File: src/hdl/char_lcd_shadow_refresh_core_macros.svh
// Assertion macros shared by the character LCD refresh block.
// Needs a clock named clk and an active-low reset named arst_n in scope.
`ifndef CHAR_LCD_SHADOW_REFRESH_CORE_MACROS_SVH
`define CHAR_LCD_SHADOW_REFRESH_CORE_MACROS_SVH

// Check cons in the same cycle as ante
`define CLSR_ASSERT_NOW(label, ante, cons, msg) \
	label: assert property (@(posedge clk) disable iff (!arst_n) (ante) |-> (cons)) \
		else $error(msg);

// Check cons in the cycle after ante
`define CLSR_ASSERT_NEXT(label, ante, cons, msg) \
	label: assert property (@(posedge clk) disable iff (!arst_n) (ante) |=> (cons)) \
		else $error(msg);

`endif

File: src/hdl/clsr_pkg.sv
// Types, codes and helpers for the character LCD shadow refresh block.
// No dependencies.
package clsr_pkg;

	localparam logic [1:0] ACT_PUT     = 2'd0;
	localparam logic [1:0] ACT_CLEAR   = 2'd1;
	localparam logic [1:0] ACT_REFRESH = 2'd2;

	localparam logic [1:0] REG_CURSOR_VISIBLE = 2'd0;
	localparam logic [1:0] REG_CURSOR_BLINK   = 2'd1;
	localparam logic [1:0] REG_SCROLL_ENABLE  = 2'd2;

	localparam logic [7:0] CHAR_SPACE   = 8'h20;
	localparam logic [7:0] CHAR_NEWLINE = 8'h0A;
	localparam logic [7:0] CMD_CLEAR    = 8'h01;
	localparam logic [5:0] CLEAR_MARGIN = 6'd10;
	localparam logic [4:0] LINE_TWO     = 5'd16;

	localparam int PLAN_DEPTH = 6;

	typedef enum logic [4:0] {
		ST_IDLE   = 5'b00001,
		ST_SCROLL = 5'b00010,
		ST_SCAN   = 5'b00100,
		ST_PLAN   = 5'b01000,
		ST_EMIT   = 5'b10000
	} clsr_state_t;

	// DDRAM address command: line two starts at controller address 0x40
	function automatic logic [7:0] ddram_move(input logic [4:0] a);
		return {1'b1, a[4], 2'b00, a[3:0]};
	endfunction

	// Display on, cursor and blink flags
	function automatic logic [7:0] display_ctrl(input logic vis, input logic blink);
		return {4'b0000, 1'b1, 1'b1, vis, blink};
	endfunction

endpackage

File: src/hdl/char_lcd_shadow_refresh_core.sv
// Put and clear complete when accepted; a put that wraps or a newline on line two scrolls
// when scroll is enabled. Refresh: a sweep over both text memories, a planning state,
// then one bus beat per cycle (up to 6) while the output does not stall; a refresh holds
// the input throughout. The sweep rate is set by the single read port of each
// 32-entry memory. One item is processed at a time.
// Reset clears all control state; per-entry valid bits make both stores read as
// spaces at once, so there is no clearing pass.
`include "char_lcd_shadow_refresh_core_macros.svh"

module char_lcd_shadow_refresh_core
	import clsr_pkg::*;
(
	input  logic       clk,
	input  logic       arst_n,
	input  logic       in_valid,
	output logic       in_ready,
	input  logic [1:0] action,
	input  logic [7:0] char_code,
	output logic       out_valid,
	input  logic       out_ready,
	output logic       is_data,
	output logic [7:0] bus_byte,
	output logic       last,
	input  logic       cfg_we,
	input  logic [1:0] cfg_index,
	input  logic [0:0] cfg_data
);

	clsr_state_t state_q;
	logic [5:0]  cnt_q;
	logic [4:0]  wp_q, sp_q;
	logic        cv_q, cb_q, se_q;
	logic        scf_q, sbf_q;
	logic [31:0] wv_q, sv_q;

	// Text memories and their read stage
	logic [7:0]  wmem [0:31];
	logic [7:0]  smem [0:31];
	logic [7:0]  wrd_s1, srd_s1;
	logic        wv_s1, sv_s1, rd_s1;
	logic [4:0]  addr_s1;

	// Sweep results
	logic [5:0]  ns_q, df_q;
	logic        nfound_q, dfound_q;
	logic [4:0]  nidx_q, didx_q;
	logic [7:0]  nbyte_q, dbyte_q;

	// Beat plan
	logic [7:0]  pbyte_q [0:PLAN_DEPTH-1];
	logic        pdat_q  [0:PLAN_DEPTH-1];
	logic [2:0]  pn_q, ecnt_q;

	logic        ovalid_q, odat_q, olast_q;
	logic [7:0]  obyte_q;

	logic        in_acc;
	logic        emit_go;
	logic        w_we, s_we;
	logic [4:0]  w_addr, w_raddr;
	logic [7:0]  w_data, w_eff, s_eff;
	logic [4:0]  wp_inc;

	logic        clr, has_cell;
	logic [5:0]  eff_diff;
	logic [4:0]  cidx;
	logic [7:0]  cbyte;
	logic [7:0]  pb [0:PLAN_DEPTH-1];
	logic        pd [0:PLAN_DEPTH-1];
	logic [2:0]  pn;
	logic [4:0]  psp;
	logic [31:0] wv_d, sv_d;

	assign in_ready  = (state_q == ST_IDLE);
	assign in_acc    = in_valid && in_ready;
	assign emit_go   = (state_q == ST_EMIT) && (!ovalid_q || out_ready);
	assign out_valid = ovalid_q;
	assign is_data   = odat_q;
	assign bus_byte  = obyte_q;
	assign last      = olast_q;

	assign w_eff   = wv_s1 ? wrd_s1 : CHAR_SPACE;
	assign s_eff   = sv_s1 ? srd_s1 : CHAR_SPACE;
	assign wp_inc  = wp_q + 5'd1;
	assign w_raddr = (state_q == ST_SCROLL) ? {1'b1, cnt_q[3:0]} : cnt_q[4:0];

	// Wanted store write port: put in idle, line move during scroll
	always_comb begin
		w_we   = 1'b0;
		w_addr = wp_q;
		w_data = char_code;
		if (in_acc && action == ACT_PUT && char_code != CHAR_NEWLINE) begin
			w_we = 1'b1;
		end else if (state_q == ST_SCROLL && rd_s1) begin
			w_we   = 1'b1;
			w_addr = {1'b0, addr_s1[3:0]};
			w_data = w_eff;
		end
	end

	always_ff @(posedge clk) begin
		if (w_we) begin
			wmem[w_addr] <= w_data;
		end
		wrd_s1 <= wmem[w_raddr];
	end

	always_ff @(posedge clk) begin
		if (s_we) begin
			smem[cidx] <= cbyte;
		end
		srd_s1 <= smem[cnt_q[4:0]];
	end

	// Pick the clear decision and the cell to repair
	always_comb begin
		clr      = (CLEAR_MARGIN + ns_q) < df_q;
		eff_diff = clr ? ns_q : df_q;
		has_cell = clr ? nfound_q : dfound_q;
		cidx     = clr ? nidx_q : didx_q;
		cbyte    = clr ? nbyte_q : dbyte_q;
		s_we     = (state_q == ST_PLAN) && has_cell;
	end

	// Build the beat plan for this refresh
	always_comb begin
		pb  = '{default: 8'h00};
		pd  = '{default: 1'b0};
		pn  = 3'd0;
		psp = sp_q;
		if (clr) begin
			pb[pn] = CMD_CLEAR;
			pn     = pn + 3'd1;
			psp    = 5'd0;
		end
		if (has_cell) begin
			if (cidx != psp) begin
				pb[pn] = ddram_move(cidx);
				pn     = pn + 3'd1;
			end
			pb[pn] = cbyte;
			pd[pn] = 1'b1;
			pn     = pn + 3'd1;
			psp    = cidx + 5'd1;
			if (psp[3:0] == 4'd0) begin
				pb[pn] = ddram_move(psp);
				pn     = pn + 3'd1;
			end
		end
		if (cv_q != scf_q || cb_q != sbf_q) begin
			pb[pn] = display_ctrl(cv_q, cb_q);
			pn     = pn + 3'd1;
		end
		if (cv_q && wp_q != psp && eff_diff <= 6'd1) begin
			pb[pn] = ddram_move(wp_q);
			pn     = pn + 3'd1;
			psp    = wp_q;
		end
	end

	// Valid bits: unset entries read as spaces
	always_comb begin
		wv_d = wv_q;
		sv_d = sv_q;
		if (w_we) begin
			wv_d[w_addr] = 1'b1;
		end
		if (in_acc && action == ACT_CLEAR) begin
			wv_d = '0;
		end
		if (state_q == ST_SCROLL && cnt_q == 6'd16) begin
			wv_d[31:16] = '0;
		end
		if (state_q == ST_PLAN) begin
			if (clr) begin
				sv_d = '0;
			end
			if (has_cell) begin
				sv_d[cidx] = 1'b1;
			end
		end
	end

	// Control, sweep and output registers
	always_ff @(posedge clk or negedge arst_n) begin
		if (!arst_n) begin
			state_q  <= ST_IDLE;
			cnt_q    <= '0;
			wp_q     <= '0;
			sp_q     <= '0;
			cv_q     <= 1'b0;
			cb_q     <= 1'b0;
			se_q     <= 1'b1;
			scf_q    <= 1'b0;
			sbf_q    <= 1'b0;
			wv_q     <= '0;
			sv_q     <= '0;
			wv_s1    <= 1'b0;
			sv_s1    <= 1'b0;
			rd_s1    <= 1'b0;
			addr_s1  <= '0;
			ns_q     <= '0;
			df_q     <= '0;
			nfound_q <= 1'b0;
			dfound_q <= 1'b0;
			nidx_q   <= '0;
			didx_q   <= '0;
			nbyte_q  <= '0;
			dbyte_q  <= '0;
			pn_q     <= '0;
			ecnt_q   <= '0;
			ovalid_q <= 1'b0;
			odat_q   <= 1'b0;
			olast_q  <= 1'b0;
			obyte_q  <= '0;
		end else begin
			wv_q    <= wv_d;
			sv_q    <= sv_d;
			wv_s1   <= wv_q[w_raddr];
			sv_s1   <= sv_q[cnt_q[4:0]];
			addr_s1 <= cnt_q[4:0];
			rd_s1   <= (state_q == ST_SCAN && cnt_q < 6'd32) ||
				(state_q == ST_SCROLL && cnt_q < 6'd16);

			// Configuration writes
			if (cfg_we) begin
				unique case (cfg_index)
					REG_CURSOR_VISIBLE: cv_q <= cfg_data[0];
					REG_CURSOR_BLINK:   cb_q <= cfg_data[0];
					REG_SCROLL_ENABLE:  se_q <= cfg_data[0];
					default: ;
				endcase
			end

			// Raise the output beat when one is loaded, drop it once taken
			if (emit_go) begin
				ovalid_q <= 1'b1;
			end else if (out_ready) begin
				ovalid_q <= 1'b0;
			end

			unique case (state_q)
				ST_IDLE: begin
					if (in_acc) begin
						cnt_q <= '0;
						unique case (action)
							ACT_PUT: begin
								if (char_code == CHAR_NEWLINE) begin
									wp_q <= LINE_TWO;
									if (wp_q[4] && se_q) begin
										state_q <= ST_SCROLL;
									end
								end else if (wp_inc == 5'd0 && se_q) begin
									wp_q    <= LINE_TWO;
									state_q <= ST_SCROLL;
								end else begin
									wp_q <= wp_inc;
								end
							end
							ACT_CLEAR: begin
								wp_q <= '0;
							end
							ACT_REFRESH: begin
								ns_q     <= '0;
								df_q     <= '0;
								nfound_q <= 1'b0;
								dfound_q <= 1'b0;
								state_q  <= ST_SCAN;
							end
							default: ;
						endcase
					end
				end
				ST_SCROLL: begin
					// Copy line two up one entry a cycle, then blank it
					cnt_q <= cnt_q + 6'd1;
					if (cnt_q == 6'd16) begin
						state_q <= ST_IDLE;
					end
				end
				ST_SCAN: begin
					// Count non-space cells and differences over all cells, and locate the first of each
					cnt_q <= cnt_q + 6'd1;
					if (rd_s1) begin
						if (w_eff != CHAR_SPACE) begin
							ns_q <= ns_q + 6'd1;
							if (!nfound_q) begin
								nfound_q <= 1'b1;
								nidx_q   <= addr_s1;
								nbyte_q  <= w_eff;
							end
						end
						if (w_eff != s_eff) begin
							df_q <= df_q + 6'd1;
							if (!dfound_q) begin
								dfound_q <= 1'b1;
								didx_q   <= addr_s1;
								dbyte_q  <= w_eff;
							end
						end
					end
					if (cnt_q == 6'd32) begin
						state_q <= ST_PLAN;
					end
				end
				ST_PLAN: begin
					sp_q   <= psp;
					scf_q  <= cv_q;
					sbf_q  <= cb_q;
					pn_q   <= pn;
					ecnt_q <= '0;
					state_q <= (pn == 3'd0) ? ST_IDLE : ST_EMIT;
				end
				ST_EMIT: begin
					// Advance one beat whenever the output register is free
					if (emit_go) begin
						odat_q   <= pdat_q[ecnt_q];
						obyte_q  <= pbyte_q[ecnt_q];
						olast_q  <= (ecnt_q == pn_q - 3'd1);
						ecnt_q   <= ecnt_q + 3'd1;
						if (ecnt_q == pn_q - 3'd1) begin
							state_q <= ST_IDLE;
						end
					end
				end
				default: begin
					state_q <= ST_IDLE;
				end
			endcase
		end
	end

	// Hold the planned beats
	always_ff @(posedge clk) begin
		if (state_q == ST_PLAN) begin
			pbyte_q <= pb;
			pdat_q  <= pd;
		end
	end

	`CLSR_ASSERT_NEXT(a_beat_only_from_emit, (state_q != ST_EMIT) && !ovalid_q, !ovalid_q, "output beat raised outside emit")
	`CLSR_ASSERT_NOW(a_plan_bounds, state_q == ST_EMIT, (pn_q != 3'd0) && (pn_q <= 3'd6) && (ecnt_q < pn_q), "beat plan out of range")
	`CLSR_ASSERT_NOW(a_scroll_pos, state_q == ST_SCROLL, wp_q == LINE_TWO, "write position not on line two during scroll")
	`CLSR_ASSERT_NEXT(a_scan_to_plan, (state_q == ST_SCAN) && (cnt_q == 6'd32), state_q == ST_PLAN, "sweep did not end in planning")

endmodule
File: config.mk
export PLATFORM = sky130hd
export DESIGN_NAME = char_lcd_shadow_refresh_core
export DESIGN_NICKNAME = d
export VERILOG_FILES = /design/src/hdl/clsr_pkg.sv /design/src/hdl/char_lcd_shadow_refresh_core.sv
export VERILOG_INCLUDE_DIRS = /design/src /design/src/hdl
export SDC_FILE = /design/constraint.sdc
export NUM_CORES = 1
export LEC_CHECK = 0
export ABC_AREA = 1
export BUFFER_PORTS_ARGS = -buffer_cell sky130_fd_sc_hd__buf_4
export CORE_UTILIZATION = 44
export CTS_CLUSTER_SIZE = 16
export DETAILED_ROUTE_END_ITERATION = 10
export PLACE_DENSITY_LB_ADDON = 0.08
export SYNTH_ARGS = -nofsm -noshare
export SYNTH_HDL_FRONTEND = slang
export SYNTH_SLANG_ARGS = --single-unit
File: constraint.sdc
create_clock -name clk -period 7.3 [get_ports clk]
set_clock_uncertainty 0.05 [all_clocks]
set_input_delay 0.365 -clock clk [delete_from_list [all_inputs] [get_ports clk]]
set_output_delay 0.365 -clock clk [all_outputs]
set_load 0.02 [all_outputs]
Yosys cells after proc, flatten, opt, wreduce, memory -nomap -nowiden:

Memory sizes are Yosys's and may differ from the RTL's. A register that Yosys moved wholly into a read port is not among the register bits.
Cells that the tools add are included.

* register bits after elaboration: 209
* memory bits (writable): 512
* output and inout bits: 12
* logic and storage cells: 277
* memories: 2

Memory list
* smem: depth 32, bits a word 8, rd ports 1, clocked after Yosys merged registers in 1, write ports 1, line char_lcd_shadow_refresh_core.sv:38 `logic [7:0] smem [0:31];`
* wmem: depth 32, bits a word 8, rd ports 1, clocked after Yosys merged registers in 1, write ports 1, line char_lcd_shadow_refresh_core.sv:37 `logic [7:0] wmem [0:31];`

* add/subtract/negate cells: 13
* magnitude comparators: 21
* equality and inequality tests: 32
* multiplexer cells: 107
* bitwise gates (word level): 10
* reduce and logical (&&, ||, !) cells: 50

Operators with widths (count)
* $mux 48: 6
* $bwmux 48: 5
* $mux 32: 5
* $demux 8 s3: 5
* $mux 8: 12
* $mux 5: 18
* $or 32x32->32: 2
* $mux 6: 8
* $pmux 6 s2: 3
* $pmux 5 s5: 1
* $bmux 8 s3: 1
* $ge 4x4->1 const B: 6
* $lt 5x6->1 const B: 4
* $mux 1: 24
* $not 3->4: 6
* $logic_and 1x1->1: 21
* $mux 3: 7
* $lt 4x1->1 const B: 5
* $pmux 5 s2: 2
* $add 3x1->3 const B: 6
* $add 6x1->6 const B: 3
* $mux 16: 1
* $ne 2x1->1 const B: 7
* $reduce_and 2->1: 6
* 48 further kinds: 69

Depth between registers and ports, before layout:

Gate-level depths: netlist (run 1).

* depth after elaboration: 19
* gate-level depth with buffers: 31
* depth with buffers taken out: 31

Least setup slack after synthesis (run 1):

OpenSTA, ideal clock, no wires.

* kind: reg2reg
* from: register state_q[1]
* to: memory smem[30][0], enable pin
* data arrival time: 5137 ps
* setup slack: 1743 ps
* cell stages (with the launch flop): 9
* buffers on the path: 1
* period minus slack after synthesis: 5557 ps
* cells stage by stage: dfrtp_1 -> nor2_1 -> inv_1 -> nor4_2 -> inv_1 -> nor2_1 -> nand2_1 -> clkbuf_1 -> nor2_1

* word-level cells in the longest chain between the ends: 4

Ends and longest elaborated chain
* start: declaration: line char_lcd_shadow_refresh_core.sv:29 `clsr_state_t state_q;`
* start signal: assignment: line char_lcd_shadow_refresh_core.sv:312 `state_q <= (pn == 3'd0) ? ST_IDLE : ST_EMIT;`
* $eq 5x4->1: line char_lcd_shadow_refresh_core.sv:122 `s_we = (state_q == ST_PLAN) && has_cell;`
* $logic_and 1x1->1: line char_lcd_shadow_refresh_core.sv:122
* $mux 1: line char_lcd_shadow_refresh_core.sv:109 `if (s_we) begin`
* $mux 1 (not written as such): line char_lcd_shadow_refresh_core.sv:110 `smem[cidx] <= cbyte;`
* end: declaration: line char_lcd_shadow_refresh_core.sv:38

Every way passes these cells.

==> results.md, run 1 <==
* Routed len/inst at 22.67 um
* First-pass GRT wire length at roughly 130000 um
* Fin nets at 2938
* Largest net degree at the start of global routing at 172
* Clock power share at 0.324
* Power share of the combinational group at 0.256
* Via Count at roughly 22000
* I/O pin cnt at 30
* Max_slew headroom at 0.1960
* Commonest non-fill, non-tap cells in the layout: edfxtp_1 (560), nor2_1 (460), o21ai_0 (450)
* Worst path top cell family by delay: simple AND/OR/NAND/NOR gates
* Critical path class: reg2reg
* CP max-delay cell: dfrtp_1
* Net Sw Power at 4116 uW
* Die Y at 269.7 um
* Num Clock Sinks at roughly 730
* Die Wd at 269.7 um
* Clk pin slew, worst setup/hold paths at around 0.06 ns
* DR pass1 iterations at 5
* Post-synthesis mux area share at 0
* Min Clock Period, post-route at between 6 and 7 ns
* TritonCTS Buffers at 79
* Cells after synthesis at about 2900
* Min-delay src: cfg_we
* Slowest Stage Delay on Critical Path at 0.44 ns
* Register bit total from synthesis at 731
* Hold Fails Final Rpt at 0
* Final setup viols at 0
* Clock Tree Buf Depth at 3
* Register-to-register setup slack at 0.98 ns
* Setup Fix Bufs, Post-CTS at 0
* Placement Rows at 97
* Complex-gate fraction of the synthesized area at 0.1480
* Yosys warnings at 0
* Mapped Area at between 30000 and 40000 um^2
* Worst r2r dst: pbyte_q[46]$_DFFE_PP_
* GRT Util Overall at 0.2420
* Layout area overhead at 11.83%
* Cell variety after synth at 60
* DR iter-0 viols at 2191
* Post-synthesis sequential area ratio at 0.6667
* Post-place setup slack at between 1 and 1.5 ns
* Vias per cell at 5.710
* Sw Ratio at 0.3445
* CTS Hold Bufs at 11
* Worst Reg-to-Reg Cells at 31
* Max_cap viols at 0
* CTS resizes at 0
* Worst Path Max Fanout at 45
* CTS tree: built
* Post-Synth Simple-Gate Area at 0.1247
* Final ANT Viol Nets at 0
* Min-delay worst type: in2reg
* Root Driver: clkbuf_16
* WHS at 0.04157 ns
* Total wire length at roughly 90000 um
* Worst setup EP type: flip-flop
* Final GP Congestion at approximately 0.9
* RSZ-0062 raised after global routing: false
* Clk_lat worst skew at 0.63 ns
* Post-Synthesis Net Count at slightly below 3000
* Post-Synth Adder-Cell Area at 0.009525
* Worst Tran Pin Value at approximately 1.2 ns
* Initial antenna violation count at 0
* Final WS setup at 0.9770 ns
* Post-route DRC at 0
* Period utilisation layout at 0.8662
* Worst vdd ir at 184.4 uV
* Leakage power at 0.01299 uW
* Min-Delay Path Depth at 4
* Vias in the first global route at 21400
* Pwr/cell area at about 340 nW/um^2
* Max Freq at 0.1582 GHz
* Async S/R FF share, synth at 0.2120
* Htree depth at 3
* Cell-internal power at 7832 uW
* Die Area at 72720 um^2
* Critical path data required time at between 7 and 8 ns
* Syn_area_per_cell at 10.89 um^2
* Number of synthesized flops with an enable pin at 560
* Synth Flop Type: edfxtp_1
* Worst setup SP type: flip-flop
* Commonest non-fill, non-tap cell in the layout: edfxtp_1
* Post-DP HPWL at 54900 um
* IO Port Bufs at 29
* Post-synthesis xor/xnor area fraction at 0.008652
* Worst EP arrival at 6.64 ns
* Grt total ovfl at 0
* Max Slew Vio Count at 0
* Largest family of logic cells by synthesized area: compound AO/OA/AOI/OAI gates
* Status: finished, final reports clean
* Flop pwr share at 0.420
* Buf/Inv on CP at 7
* Worst Hold End: cb_q$_DFFE_PN0P_
* Setup tns final at 0 ns
* Layout cell share with drive strength beyond 1 at 0.09082
* Antenna Cells at 0
* FF-to-FF Start: ns_q[2]$_DFFE_PN0P_
* Area of the core at 70510 um^2
* Initial Utilization at 0.4471
==> worst max path at each step <==
stage / to / slack, ns / startpoint / cells after the start
4_1_cts: pbyte_q[46]$_DFFE_PP_ / 1.05 / ns_q[2]$_DFFE_PN0P_ / 31
3_5_place_dp: pbyte_q[46]$_DFFE_PP_ / 1.10 / ns_q[2]$_DFFE_PN0P_ / 31
6_report: pbyte_q[46]$_DFFE_PP_ / 0.98 / ns_q[2]$_DFFE_PN0P_ / 31
3_3_place_gp: pbyte_q[46]$_DFFE_PP_ / 1.21 / ns_q[2]$_DFFE_PN0P_ / 31
2_1_floorplan: smem[30][0]$_DFFE_PP_ / 1.74 / state_q[1]$_DFFE_PN0P_ / 8
5_1_grt: pbyte_q[46]$_DFFE_PP_ / 0.42 / ns_q[2]$_DFFE_PN0P_ / 31
==> layout make-up <==
type | count | area (um^2)
clock buffer | 111 | 2180
clock inverter | 36 | 311.5
fill | 6365 | 35260
inverter | 189 | 719.4
multi-input combinational | 1819 | 9230
sequential | 731 | 21030
tap | 940 | 1176
timing repair buffer | 76 | 614.3
==> synth_stat cells, types with 9 or more instances <==
| master | count | area (um^2) |
|---|---|---|
| o22ai_1 | 169 | 1057 |
| a31oi_1 | 12 | 75.07 |
| dfrtp_1 | 153 | 3829 |
| nor2_1 | 463 | 1738 |
| dfxtp_1 | 16 | 320.3 |
| a22o_1 | 13 | 113.9 |
| ha_1 | 24 | 300.3 |
| nand2_2 | 18 | 112.6 |
| nand3_1 | 73 | 365.4 |
| o211ai_1 | 9 | 67.56 |
| a221oi_1 | 13 | 113.9 |
| o21ai_0 | 458 | 2292 |
| inv_1 | 166 | 623.1 |
| a21oi_1 | 83 | 415.4 |
| o21ai_1 | 20 | 100.1 |
| nand2_1 | 311 | 1167 |
| inv_2 | 20 | 75.07 |
| or2_2 | 13 | 81.33 |
| nor3_1 | 17 | 85.08 |
| clkbuf_1 | 140 | 525.5 |
| xor2_1 | 24 | 210.2 |
| a211oi_1 | 16 | 120.1 |
| nand4_1 | 14 | 87.58 |
| edfxtp_1 | 560 | 16820 |
==> worst reg2reg max path: cells and delay by family (launching register included) <==
kind / cells / cell delay [ns]
xor gates and xnor gates: 1 / 0.21
and+or+nand+nor: 14 / 2.61
buffers and inverters: 7 / 0.72
DFF: 1 / 0.44
adders and majority gates: 4 / 1.23
AOI/OAI and AO/OA: 5 / 0.83
==> state kept, by name, indices dropped and copies added, names as in the netlist, 8 cells and up <==
name / flops
smem: 256
wmem: 256
pbyte_q: 44
sv_q: 32
wv_q: 32
bus_byte: 8
dbyte_q: 8
nbyte_q: 8
srd_s1: 8
wrd_s1: 8
==> per-layer routing <==
| layer | global-route usage | wire [um] | up-vias |
|---|---|---|---|
| met5 | 0 | 0 | - |
| met4 | 0.07297 | 2333 | 0 |
| met3 | 0.03242 | 5105 | 159 |
| met2 | 0.3734 | 40270 | 737 |
| met1 | 0.3562 | 40740 | 11060 |
| li1 | - | - | 10320 |
==> per-stage QoR <==
stage / area (um^2) / total power, uW / std cells / util
after floorplan: 31530 / 7050 / 2896 / -
after global placement: 32660 / 8101 / 3744 / 0.4631
after detailed placement: 32660 / 8127 / 3744 / 0.4631
after CTS: 35260 / 12000 / 3902 / 0.5000
after global routing: 35260 / 12500 / 3902 / 0.5000
final: 35260 / 11950 / 3902 / 0.5000
==> power groups by stage <==
stage	clock network [uW]	logic [uW]	registers [uW]
CTS	3940	3040	5020
global placement	0	3000	5100
floorplan	0	2090	4960
detailed placement	0	3030	5100
finish	3870	3060	5020
global route	4090	3360	5040
==> kinds of logic (layout without fill, tap and decap cells) <==
logic type               Yosys count  in the layout
AND/OR/NAND/NOR                  939            939
AO/OA/AOI/OAI                    827            827
flip-flops                       731            731
buffers and inverters            346            412
XOR/XNOR                          29             29
adder cells (fa/ha/maj)           24             24
(Power assumes the default switching activity.)
==> run 2: changes to the inputs <==
--- a/config.mk
+++ b/config.mk
@@ -14,2 +14,3 @@
 export PLACE_DENSITY_LB_ADDON = 0.08
+export RECOVER_POWER = 25
 export SYNTH_ARGS = -nofsm -noshare
==> constraint.sdc (replaced) <==
create_clock -name clk -period 7.4 [get_ports clk]
set_clock_uncertainty 0.05 [all_clocks]
set_input_delay 1.48 -clock clk [delete_from_list [all_inputs] [get_ports clk]]
set_output_delay 1.48 -clock clk [all_outputs]
set_load 0.02 [all_outputs]
==> run 2 against run 1 <==
Compared with the run above:
- the run now ends with max-capacitance violations, max-slew violations left
- total power rose by 0.18%
- sequential cell count did not move
- register-to-register slack got worse by 0.18 ns
- worst setup slack got worse by 0.18 ns
- largest cell class unchanged
- largest power group unchanged
- highest routed layer unchanged
==> results.md, run 2 (same netlist as run 1, synthesis figures left out) <==
* I/O pin cnt at 30
* Hold Fails Final Rpt at 0
* CP max-delay cell: ha_1
* Post-place setup slack at ~0.93 ns
* Pwr/cell area at about 340 nW/um^2
* Sw Ratio at 0.3377
* Clock Tree Buf Depth at 3
* Max_slew headroom at -2.023
* Net Sw Power at a little over 4000 uW
* Final GP Congestion at 0.9172
* Clock power share at 0.339
* Max_cap viols at 11
* Finished Layout Cells at 3892
* Status: complete, but fails checks
* IO Port Bufs at 29
* Min-delay worst type: reg2reg
* Fin nets at ~2900
* Total wire length at 88600 um
* Layout cell share with drive strength beyond 1 at 0.08299
* Vias per cell at 5.702
* Area of the core at 70510 um^2
* Die Y at 269.7 um
* GRT Util Overall at 0.2422
* Top Registers: smem: 256 flops, wmem: 256 flops, pbyte_q: 44 flops
* Commonest non-fill, non-tap cells in the layout: edfxtp_1 (560), nor2_1 (461), o21ai_0 (455)
* Worst path top cell family by delay: simple AND/OR/NAND/NOR gates
* First-pass GRT wire length at 134000 um
* Via Count at roughly 22000
* Buf/Inv on CP at 7
* TritonCTS Buffers at 80
* Max Slew Vio Count at 447
* Worst Tran Pin Value at 4.535 ns
* Vias in the first global route at roughly 21000
* Initial Utilization at 0.4471
* Final ANT Viol Nets at 0
* Commonest non-fill, non-tap cell in the layout: edfxtp_1
* Htree depth at 3
* Critical path data required time at 7.72 ns
* Min Clock Period, post-route at 6.603 ns
* Antenna Cells at 0
* Flop pwr share at 0.414
* Worst Path Max Fanout at 45
* DR pass1 iterations at 7
* Worst EP arrival at 6.93 ns
* Worst vdd ir at between 150 and 200 uV
* Die Area at 72720 um^2
* Cell-internal power at 7928 uW
* Die Wd at ~270 um
* Initial antenna violation count at 0
* RSZ-0062 raised after global routing: false
* Root Driver: clkbuf_16
* Placed insts at 3745
* Clk_lat worst skew at ~0.63 ns
* Largest net degree at the start of global routing at 105
* Num Clock Sinks at 731
* Grt total ovfl at 0
* Setup tns final at 0 ns
* Critical path class: reg2reg
* Slowest Stage Delay on Critical Path at about 0.46 ns
* Setup Fix Bufs, Post-CTS at 0
* Period utilisation layout at 0.8923
* Placement Rows at 97
* Power share of the combinational group at 0.248
* Clk pin slew, worst setup/hold paths at 0.06 ns
* Layout area overhead at 11.53%
* DR iter-0 viols at 2226
* Final WS setup at 0.7972 ns
* Failing checks: max-capacitance violations, max-slew violations
* CTS Hold Bufs at 0
* Post-DP HPWL at 55480 um
* Leakage power at about 0.013 uW
* CTS resizes at 0
* Routed len/inst at roughly 23 um
* Final setup viols at 0
* Post-route DRC at 0
* Worst setup SP type: flip-flop
* Max Freq at 0.1515 GHz
* Worst setup EP type: flip-flop
* CTS tree: built
## run 2: changes by cell type in the layout (fill, tap and decap cells not counted), moves of 3 or more
cell           before  now
buf_4              63   42
clkbuf_1           26   42
dlygate4sd3_1      11    0
bufinv_16           3    9
o21ai_0           450  455
o21ai_2            10    5
clkinv_1           16   13
clkinv_2           10   13
nor4_1              3    6
nor4_4              3    0
## run 2: power by group through the flow
stage	Clock (uW)	Combinational, uW	Sequential, uW
finish	4050	2970	4950
floorplan	0	2060	4900
detailed placement	0	2970	5030
global placement	0	2940	5030
CTS	4120	2970	4950
global route	4270	3270	4970
## run 2: layout make-up
class / instances / area (um^2)
Multi-Input combinational cell: 1819 / 9159
Inverter: 189 / 719.4
Clock inverter: 40 / 479.2
Clock buffer: 107 / 2197
Sequential cell: 731 / 21020
Fill cell: 6296 / 35350
Timing Repair Buffer: 66 / 414.1
Tap cell: 940 / 1176
## run 2: final timing paths
kind,from,endpoint,slack (ns),cells past startpoint
worst max-delay path,ns_q[2]$_DFFE_PN0P_,pbyte_q[46]$_DFFE_PP_,0.80,31
worst min-delay path,nbyte_q[5]$_DFFE_PN0P_,nbyte_q[5]$_DFFE_PN0P_,0.43,2
worst max register to register,ns_q[2]$_DFFE_PN0P_,pbyte_q[46]$_DFFE_PP_,0.80,31
worst min register to register,nbyte_q[5]$_DFFE_PN0P_,nbyte_q[5]$_DFFE_PN0P_,0.43,2
max in group asynchronous,arst_n,dbyte_q[4]$_DFFE_PN0P_,1.62,2
min in group asynchronous,arst_n,is_data$_DFFE_PN0P_,2.41,1
## run 2: metrics by stage
step                area (um^2)  utilization  total power, uW  hold WS [ns]
floorplan                 31530            -             6954        0.3019
global placement          32650       0.4630             7967        0.4137
detailed placement        32650       0.4630             7999        0.4168
CTS                       35330       0.5010            12040        0.4306
global route              35160       0.4987            12520        0.4534
finish                    35160       0.4987            11970        0.4276
## run 2: worst register-to-register path, delay by kind of cell (launching register included)
family / cells / cell delay, ns
adder cells (fa/ha/maj): 4 / 1.24
buffers and inverters: 7 / 0.77
flip-flops: 1 / 0.43
XOR/XNOR: 1 / 0.19
AND/OR/NAND/NOR: 14 / 2.86
AO/OA/AOI/OAI: 5 / 0.84
## run 2: routing by layer
| layer | vias to the layer above | routed length (um) | track usage |
|---|---|---|---|
| li1 | 10300 | - | - |
| met1 | 11040 | 41010 | 0.3539 |
| met2 | 705 | 40400 | 0.3750 |
| met3 | 146 | 5014 | 0.03429 |
| met4 | 0 | 2173 | 0.07342 |
| met5 | - | 0 | 0 |
